File: config.mk
export PLATFORM = sky130hd
export DESIGN_NAME = sorted_priority_queue
export DESIGN_NICKNAME = d
export VERILOG_FILES = /design/src/design/spq_pkg.sv /design/src/design/spq_ctrl.sv /design/src/design/spq_datapath.sv /design/src/design/sorted_priority_queue.sv
export SDC_FILE = /design/constraint.sdc
export NUM_CORES = 2
export LEC_CHECK = 0
export BUFFER_PORTS_ARGS = -buffer_cell sky130_fd_sc_hd__buf_2
export CORE_UTILIZATION = 35
export CTS_CLUSTER_DIAMETER = 100
export DETAILED_ROUTE_END_ITERATION = 7
export SYNTH_ARGS = -nofsm -noshare
export SYNTH_HDL_FRONTEND = slang
export SYNTH_SLANG_ARGS = --single-unit
File: constraint.sdc
create_clock -name aclk -period 10.3 [get_ports aclk]
set_input_delay 1.545 -clock aclk [delete_from_list [all_inputs] [get_ports aclk]]
set_output_delay 1.545 -clock aclk [all_outputs]
set_load 0.01 [all_outputs]
File: src/design/spq_pkg.sv
// Shared types and constants for the sorted priority queue.
// No dependencies; imported by the controller, datapath and top level.
`default_nettype none

package spq_pkg;

    localparam int VALUE_W   = 32;
    localparam int PRIO_W    = 8;
    localparam int STATUS_W  = 2;
    localparam int ECOUNT_W  = 5;
    localparam int S_TDATA_W = 40;
    localparam int M_TDATA_W = 40;

    localparam logic KIND_INSERT = 1'b0;
    localparam logic KIND_REMOVE = 1'b1;

    localparam logic [STATUS_W-1:0] STAT_OK        = 2'd0;
    localparam logic [STATUS_W-1:0] STAT_UNDERFLOW = 2'd1;
    localparam logic [STATUS_W-1:0] STAT_FULL      = 2'd2;

    typedef enum logic [1:0] {
        ST_IDLE = 2'b01,
        ST_EXEC = 2'b10
    } state_t;

    typedef struct packed {
        logic load_req;
        logic exec;
    } cmd_t;

endpackage

`default_nettype wire

File: src/design/spq_ctrl.sv
// Controller for the sorted priority queue: request capture and result handshake.
// Depends on spq_pkg; drives the command struct into spq_datapath.
`default_nettype none

module spq_ctrl
    import spq_pkg::*;
(
    input  wire logic aclk,
    input  wire logic aresetn,
    input  wire logic s_tvalid,
    output logic      s_tready,
    output logic      m_tvalid,
    input  wire logic m_tready,
    output cmd_t      cmd
);

    state_t state_reg, state_next;
    logic   m_tvalid_reg, m_tvalid_next;
    logic   out_free;

    assign out_free = !m_tvalid_reg || m_tready;
    assign s_tready = (state_reg == ST_IDLE);
    assign m_tvalid = m_tvalid_reg;

    always_comb begin
        state_next    = state_reg;
        m_tvalid_next = m_tvalid_reg;
        cmd           = '0;
        if (m_tready) begin
            m_tvalid_next = 1'b0;
        end
        unique case (state_reg)
            ST_IDLE: begin
                if (s_tvalid) begin
                    cmd.load_req = 1'b1;
                    state_next   = ST_EXEC;
                end
            end
            ST_EXEC: begin
                // hold until the result register is free
                if (out_free) begin
                    cmd.exec      = 1'b1;
                    m_tvalid_next = 1'b1;
                    state_next    = ST_IDLE;
                end
            end
            default: begin
                state_next = ST_IDLE;
            end
        endcase
    end

    always_ff @(posedge aclk) begin
        if (!aresetn) begin
            state_reg    <= ST_IDLE;
            m_tvalid_reg <= 1'b0;
        end else begin
            state_reg    <= state_next;
            m_tvalid_reg <= m_tvalid_next;
        end
    end

endmodule

`default_nettype wire

File: src/design/spq_datapath.sv
// Datapath for the sorted priority queue: request register, sorted cell row,
// occupancy counter and result register. Depends on spq_pkg; driven by spq_ctrl.
`default_nettype none

module spq_datapath
    import spq_pkg::*;
#(
    parameter int CAPACITY = 16,
    parameter int CNT_W    = 5
) (
    input  wire logic                 aclk,
    input  wire logic                 aresetn,
    input  wire cmd_t                 cmd,
    input  wire logic [S_TDATA_W-1:0] s_tdata,
    input  wire logic                 s_tuser,
    output logic      [M_TDATA_W-1:0] m_tdata
);

    logic                kind_reg;
    logic [VALUE_W-1:0]  value_reg;
    logic [PRIO_W-1:0]   prio_reg;

    logic [VALUE_W-1:0]  val_reg  [CAPACITY];
    logic [PRIO_W-1:0]   pri_reg  [CAPACITY];
    logic [VALUE_W-1:0]  val_next [CAPACITY];
    logic [PRIO_W-1:0]   pri_next [CAPACITY];

    logic [VALUE_W-1:0]  up_val   [CAPACITY];
    logic [PRIO_W-1:0]   up_pri   [CAPACITY];
    logic [VALUE_W-1:0]  dn_val   [CAPACITY];
    logic [PRIO_W-1:0]   dn_pri   [CAPACITY];
    logic [CAPACITY-1:0] after;
    logic [CAPACITY-1:0] up_after;

    logic [CNT_W-1:0]    count_reg, count_next;
    logic [CNT_W+4:0]    count_ext;
    logic                full, empty;
    logic                do_insert, do_remove;

    logic [VALUE_W-1:0]  head_reg, head_next;
    logic [STATUS_W-1:0] status_reg, status_next;
    logic [ECOUNT_W-1:0] ecount_reg, ecount_next;

    assign full      = (count_reg == CNT_W'(CAPACITY));
    assign empty     = (count_reg == '0);
    assign do_insert = cmd.exec && (kind_reg == KIND_INSERT) && !full;
    assign do_remove = cmd.exec && (kind_reg == KIND_REMOVE) && !empty;

    genvar g;
    for (g = 0; g < CAPACITY; g++) begin : g_link
        // new entry goes behind every held entry of lower or equal priority
        assign after[g] = (CNT_W'(g) >= count_reg) || (pri_reg[g] > prio_reg);
        if (g == 0) begin : g_first
            assign up_after[g] = 1'b0;
            assign up_val[g]   = value_reg;
            assign up_pri[g]   = prio_reg;
        end else begin : g_mid
            assign up_after[g] = after[g-1];
            assign up_val[g]   = val_reg[g-1];
            assign up_pri[g]   = pri_reg[g-1];
        end
        if (g == CAPACITY - 1) begin : g_last
            assign dn_val[g] = val_reg[g];
            assign dn_pri[g] = pri_reg[g];
        end else begin : g_body
            assign dn_val[g] = val_reg[g+1];
            assign dn_pri[g] = pri_reg[g+1];
        end
    end

    always_comb begin
        for (int i = 0; i < CAPACITY; i++) begin
            val_next[i] = val_reg[i];
            pri_next[i] = pri_reg[i];
            if (do_insert && after[i]) begin
                if (up_after[i]) begin
                    val_next[i] = up_val[i];
                    pri_next[i] = up_pri[i];
                end else begin
                    val_next[i] = value_reg;
                    pri_next[i] = prio_reg;
                end
            end else if (do_remove) begin
                val_next[i] = dn_val[i];
                pri_next[i] = dn_pri[i];
            end
        end
    end

    always_comb begin
        count_next  = count_reg;
        head_next   = '0;
        status_next = STAT_OK;
        priority if (do_insert) begin
            count_next = count_reg + CNT_W'(1);
        end else if (do_remove) begin
            count_next = count_reg - CNT_W'(1);
            head_next  = val_reg[0];
        end else if (kind_reg == KIND_INSERT) begin
            status_next = STAT_FULL;
        end else begin
            status_next = STAT_UNDERFLOW;
        end
        count_ext   = {5'b0, count_next};
        ecount_next = count_ext[ECOUNT_W-1:0];
    end

    always_ff @(posedge aclk) begin
        if (!aresetn) begin
            count_reg <= '0;
        end else if (cmd.exec) begin
            count_reg <= count_next;
        end
    end

    always_ff @(posedge aclk) begin
        if (cmd.load_req) begin
            kind_reg  <= s_tuser;
            value_reg <= s_tdata[VALUE_W-1:0];
            prio_reg  <= s_tdata[VALUE_W+PRIO_W-1:VALUE_W];
        end
        if (cmd.exec) begin
            head_reg   <= head_next;
            status_reg <= status_next;
            ecount_reg <= ecount_next;
            for (int i = 0; i < CAPACITY; i++) begin
                val_reg[i] <= val_next[i];
                pri_reg[i] <= pri_next[i];
            end
        end
    end

    assign m_tdata = {1'b0, ecount_reg, status_reg, head_reg};

endmodule

`default_nettype wire

File: src/design/sorted_priority_queue.sv
// Top level of the sorted priority queue: controller plus datapath.
// Depends on spq_pkg, spq_ctrl and spq_datapath.
//
//  channel | dir | tdata (low bit up)                          | tuser
//  s_      | in  | value[31:0] priority_req[39:32]             | kind (0 insert, 1 remove)
//  m_      | out | head_value[31:0] status[33:32]              | none
//          |     | entry_count[38:34] pad[39]                  |
//
// Each request is first captured into the request register, then shifts the row of
// CAPACITY sorted cells, which all update in parallel.
// One request is in flight at a time; s_tready drops while the shift is pending.
// A result waiting on m_tready holds off the shift until the output register frees.
// Synchronous active-low reset empties the queue; entry contents are not cleared.
`default_nettype none

module sorted_priority_queue
    import spq_pkg::*;
#(
    parameter int CAPACITY = 16
) (
    input  wire logic                 aclk,
    input  wire logic                 aresetn,
    input  wire logic                 s_tvalid,
    output logic                      s_tready,
    input  wire logic [S_TDATA_W-1:0] s_tdata,  // value, priority_req
    input  wire logic                 s_tuser,  // kind
    output logic                      m_tvalid,
    input  wire logic                 m_tready,
    output logic      [M_TDATA_W-1:0] m_tdata   // head_value, status, entry_count, pad
);

    localparam int CNT_W = $clog2(CAPACITY + 1);

    cmd_t cmd;

    spq_ctrl u_ctrl (
        .aclk     (aclk),
        .aresetn  (aresetn),
        .s_tvalid (s_tvalid),
        .s_tready (s_tready),
        .m_tvalid (m_tvalid),
        .m_tready (m_tready),
        .cmd      (cmd)
    );

    spq_datapath #(
        .CAPACITY (CAPACITY),
        .CNT_W    (CNT_W)
    ) u_datapath (
        .aclk     (aclk),
        .aresetn  (aresetn),
        .cmd      (cmd),
        .s_tdata  (s_tdata),
        .s_tuser  (s_tuser),
        .m_tdata  (m_tdata)
    );

endmodule

`default_nettype wire

==> impl_metrics.csv <==
group,metric,value,unit
outcome,status,"finished, final reports clean",
clock_tree,cts_buffers,81,
clock_tree,cts_tree,"built",
power,vdd_drop_max,0.112,mV
power,clockPowerShare,45.4,%
logic_synthesis,synth_area,37900,um^2
floorplan,die-width,331,um
timing,tightestPinTransition,1170,ps
logic_synthesis,synth_edf_count,720,
logic_synthesis,yosys_register_bits,728,
finish,fillers,10500,
worst_setup_path,r2r_cells,10,
worst_setup_path,path_common_cell,"buf_4",
finish,antennaDiodeCount,0,
floorplan,start_util,35.3,%
power,power_frac_comb,3.1,%
worst_setup_path,critPathMaxFanout,81,
drt,drtIter0Drc,1770,
global_routing,grt_usage,17.3,%
hold_path,min_path_cells,2,
floorplan,die_h,331,um
floorplan,dieArea,110000,um^2
power,p_switching,1.45,mW
power,swShare,22.3,%
timing,finalHoldViolCount,0,
drt,ant_nets,0,
logic_synthesis,syn_area_per_cell,11.6,um^2
global_routing,grt_pass1_wl,149000,um
floorplan,coreArea,107000,um^2
timing,final.setup.tns,0,ps
timing,fin_skew,20.1,ps
worst_setup_path,r2r_end,"u_datapath.val_reg[13][16]",
worst_setup_path,cp_slowest_cell,"edfxtp_1",
flow_run,maxCapViolCount,0,
hold_path,min_from,"u_ctrl.m_tvalid",
power,internal_power,5.04,mW
drt,drc,0,
drt,avgViaCountPerCell,5.38,
timing,maxSlewHeadroom,21.7,%
logic_synthesis,yosysWarnings,0,
logic_synthesis,synthDistinctLibCells,47,
worst_setup_path,critPathMaxStageDelay,890,ps
hold_path,min_path_type,"flop to flop",
placed_design,gp_congestion,0.850,
finish,final_nets,3431,
finish,final_cell_mix,"edfxtp_1, nand2_1, o21ai_0",
floorplan,rows,120,
timing,period_share,44.7,%
logic_synthesis,synth_nets,3451,
clock_tree,htree_num_levels,3,
power,power_density,153,nW/um^2
global_routing,grt_max_degree,82,
finish,mostFrequentLayoutCell,"edfxtp_1",
clock_tree,clkLatencyLatePin,640,ps
worst_setup_path,cp-end-kind,"flop",
drt,first_pass_iters,7,
clock_tree,clk_pin_slew_worst_paths,60,ps
drt,vias,25400,
floorplan,io_pins,87,
worst_setup_path,critPathKind,"flop to flop",
worst_setup_path,rrSetupSlack,5690,ps
finish,syn2layout_area_growth,12.0,%
clock_tree,postCtsHoldBufs,0,
clock_tree,cts-resized-gates,0,
logic_synthesis,synthArstFlopShare,0,%
clock_tree,cts.sinks,728,
clock_tree,postCtsSetupBuffers,0,
finish,largest_reg_flops,512,
power,p_leak,14.6,nW
logic_synthesis,yosysTopAreaCellShare,57.1,%
logic_synthesis,synthCells,3273,
global_routing,grt_pass1_vias,26000,
power,pwr-share-seq,51.5,%
drt,wire_per_inst,20.3,um
timing,drv_slew,0,
clock_tree,cts-root-buf,"clkbuf_16",
worst_setup_path,arrival,4900,ps
clock_tree,clockBufferDepth,3,
logic_synthesis,yosys.area.top_type,"edfxtp_1",
global_routing,grt_remaining_overflow,0,
timing,setup_viol,0,
worst_setup_path,crit_chain,"inv_1, buf_4, ha_1, nand4_1, or3b_2, a21oi_1, o31ai_4, buf_4, nand2_2, buf_4",
finish,finish.utilization,39.6,%
finish,drive_gt1_share,11.4,%
logic_synthesis,yosysSeqAreaShare,57.5,%
global_routing,antenna_found_initial,0,
timing,period_needed,4610,ps
worst_setup_path,worst_setup_path_start_kind,"flop",
logic_synthesis,synth_ff_type,"edfxtp_1",
placed_design,io_buffer_count,85,
placed_design,dp_hpwl,64100,um
hold_path,holdPathEnd,"u_ctrl.m_tvalid",
worst_setup_path,critPathRequiredTime,10600,ps
timing,fmax,217,MHz
timing,rsz0062_at_grt,"false",
timing,whs,521,ps
logic_synthesis,synth_area_leaders,"edfxtp_1, mux2i_1, o21ai_0",
worst_setup_path,reg2reg_from,"u_datapath.prio_reg[3]",
drt,routed_wl,95700,um
-- worst max-delay path by stage --
stage	startpoint	endpoint	cells after the start	slack (ps)
floorplan	m_tready	u_datapath.pri_reg[1][24]	4	4350
global placement	m_tready	u_datapath.val_reg[8][12]	9	5590
detailed placement	m_tready	u_datapath.val_reg[12][13]	7	5530
CTS	u_datapath.prio_reg[3]	u_datapath.val_reg[13][17]	10	5710
global route	u_datapath.prio_reg[3]	u_datapath.val_reg[13][14]	10	5450
finish	u_datapath.prio_reg[3]	u_datapath.val_reg[13][16]	10	5690
-- kinds of logic after synthesis --
family | after synthesis | share of synthesized area (%)
AOI/OAI and AO/OA | 757 | 10.6
other | 1 | 0.00990
muxes | 591 | 15.9
xor gates and xnor gates | 4 | 0.0925
and+or+nand+nor | 789 | 8.68
adders and majority gates | 133 | 4.39
DFF | 728 | 57.5
buffers and inverters | 270 | 2.90
-- synth_stat cells (19+ instances only) --
cell,n
clkbuf_1,179
nor2b_1,19
edfxtp_1,720
nand2_1,563
mux2i_1,519
a31oi_1,44
nor2_1,104
ha_1,133
inv_1,29
mux2_2,72
nand4_1,31
o21ai_0,551
a21oi_1,96
buf_2,47
and2_1,39
-- critical path: cells and delay by family (launching register included) --
kind                       cells  cell delay (ps)
and+or+nand+nor                3             1160
DFF                            1              890
buffers and inverters          4             1320
AOI/OAI and AO/OA              2              420
adders and majority gates      1              340
-- stage by stage --
step / cells / area, um^2 / worst slack, ps / total power [mW]
finish: 4723 / 42400 / 5690 / 6.48
global placement: 4573 / 39800 / 5590 / 3.60
global route: 4723 / 42400 / 5450 / 6.68
floorplan: 3273 / 37900 / 4350 / 3.50
detailed placement: 4573 / 39800 / 5530 / 3.60
CTS: 4723 / 42400 / 5710 / 6.54
-- cell type report --
class	instances	area, um^2	area share (%)
well taps	1403	1760	4.14
flip-flops and latches	728	21800	51.3
clock inverters	52	528	1.24
inverters	29	109	0.257
repair buffers	138	823	1.94
clock buffers	98	2110	4.97
multi-input cells	2275	15300	36.1
-- power groups by stage --
stage | clock [mW] | combinational, mW | sequential, mW
4_1_cts | 3.00 | 0.199 | 3.34
5_1_grt | 3.11 | 0.224 | 3.34
2_1_floorplan | 0 | 0.148 | 3.35
6_report | 2.94 | 0.198 | 3.34
3_5_place_dp | 0 | 0.198 | 3.40
3_3_place_gp | 0 | 0.191 | 3.40
-- layer usage --
metal / part of all wire [%] / GRT usage (%) / up-vias
li1: - / - / 12100
met1: 44 / 22.8 / 12700
met2: 50 / 30.1 / 467
met3: 3.9 / 2.35 / 128
met4: 1.9 / 4.03 / 0
met5: 0 / 0 / -
(Power assumes the default switching activity.)
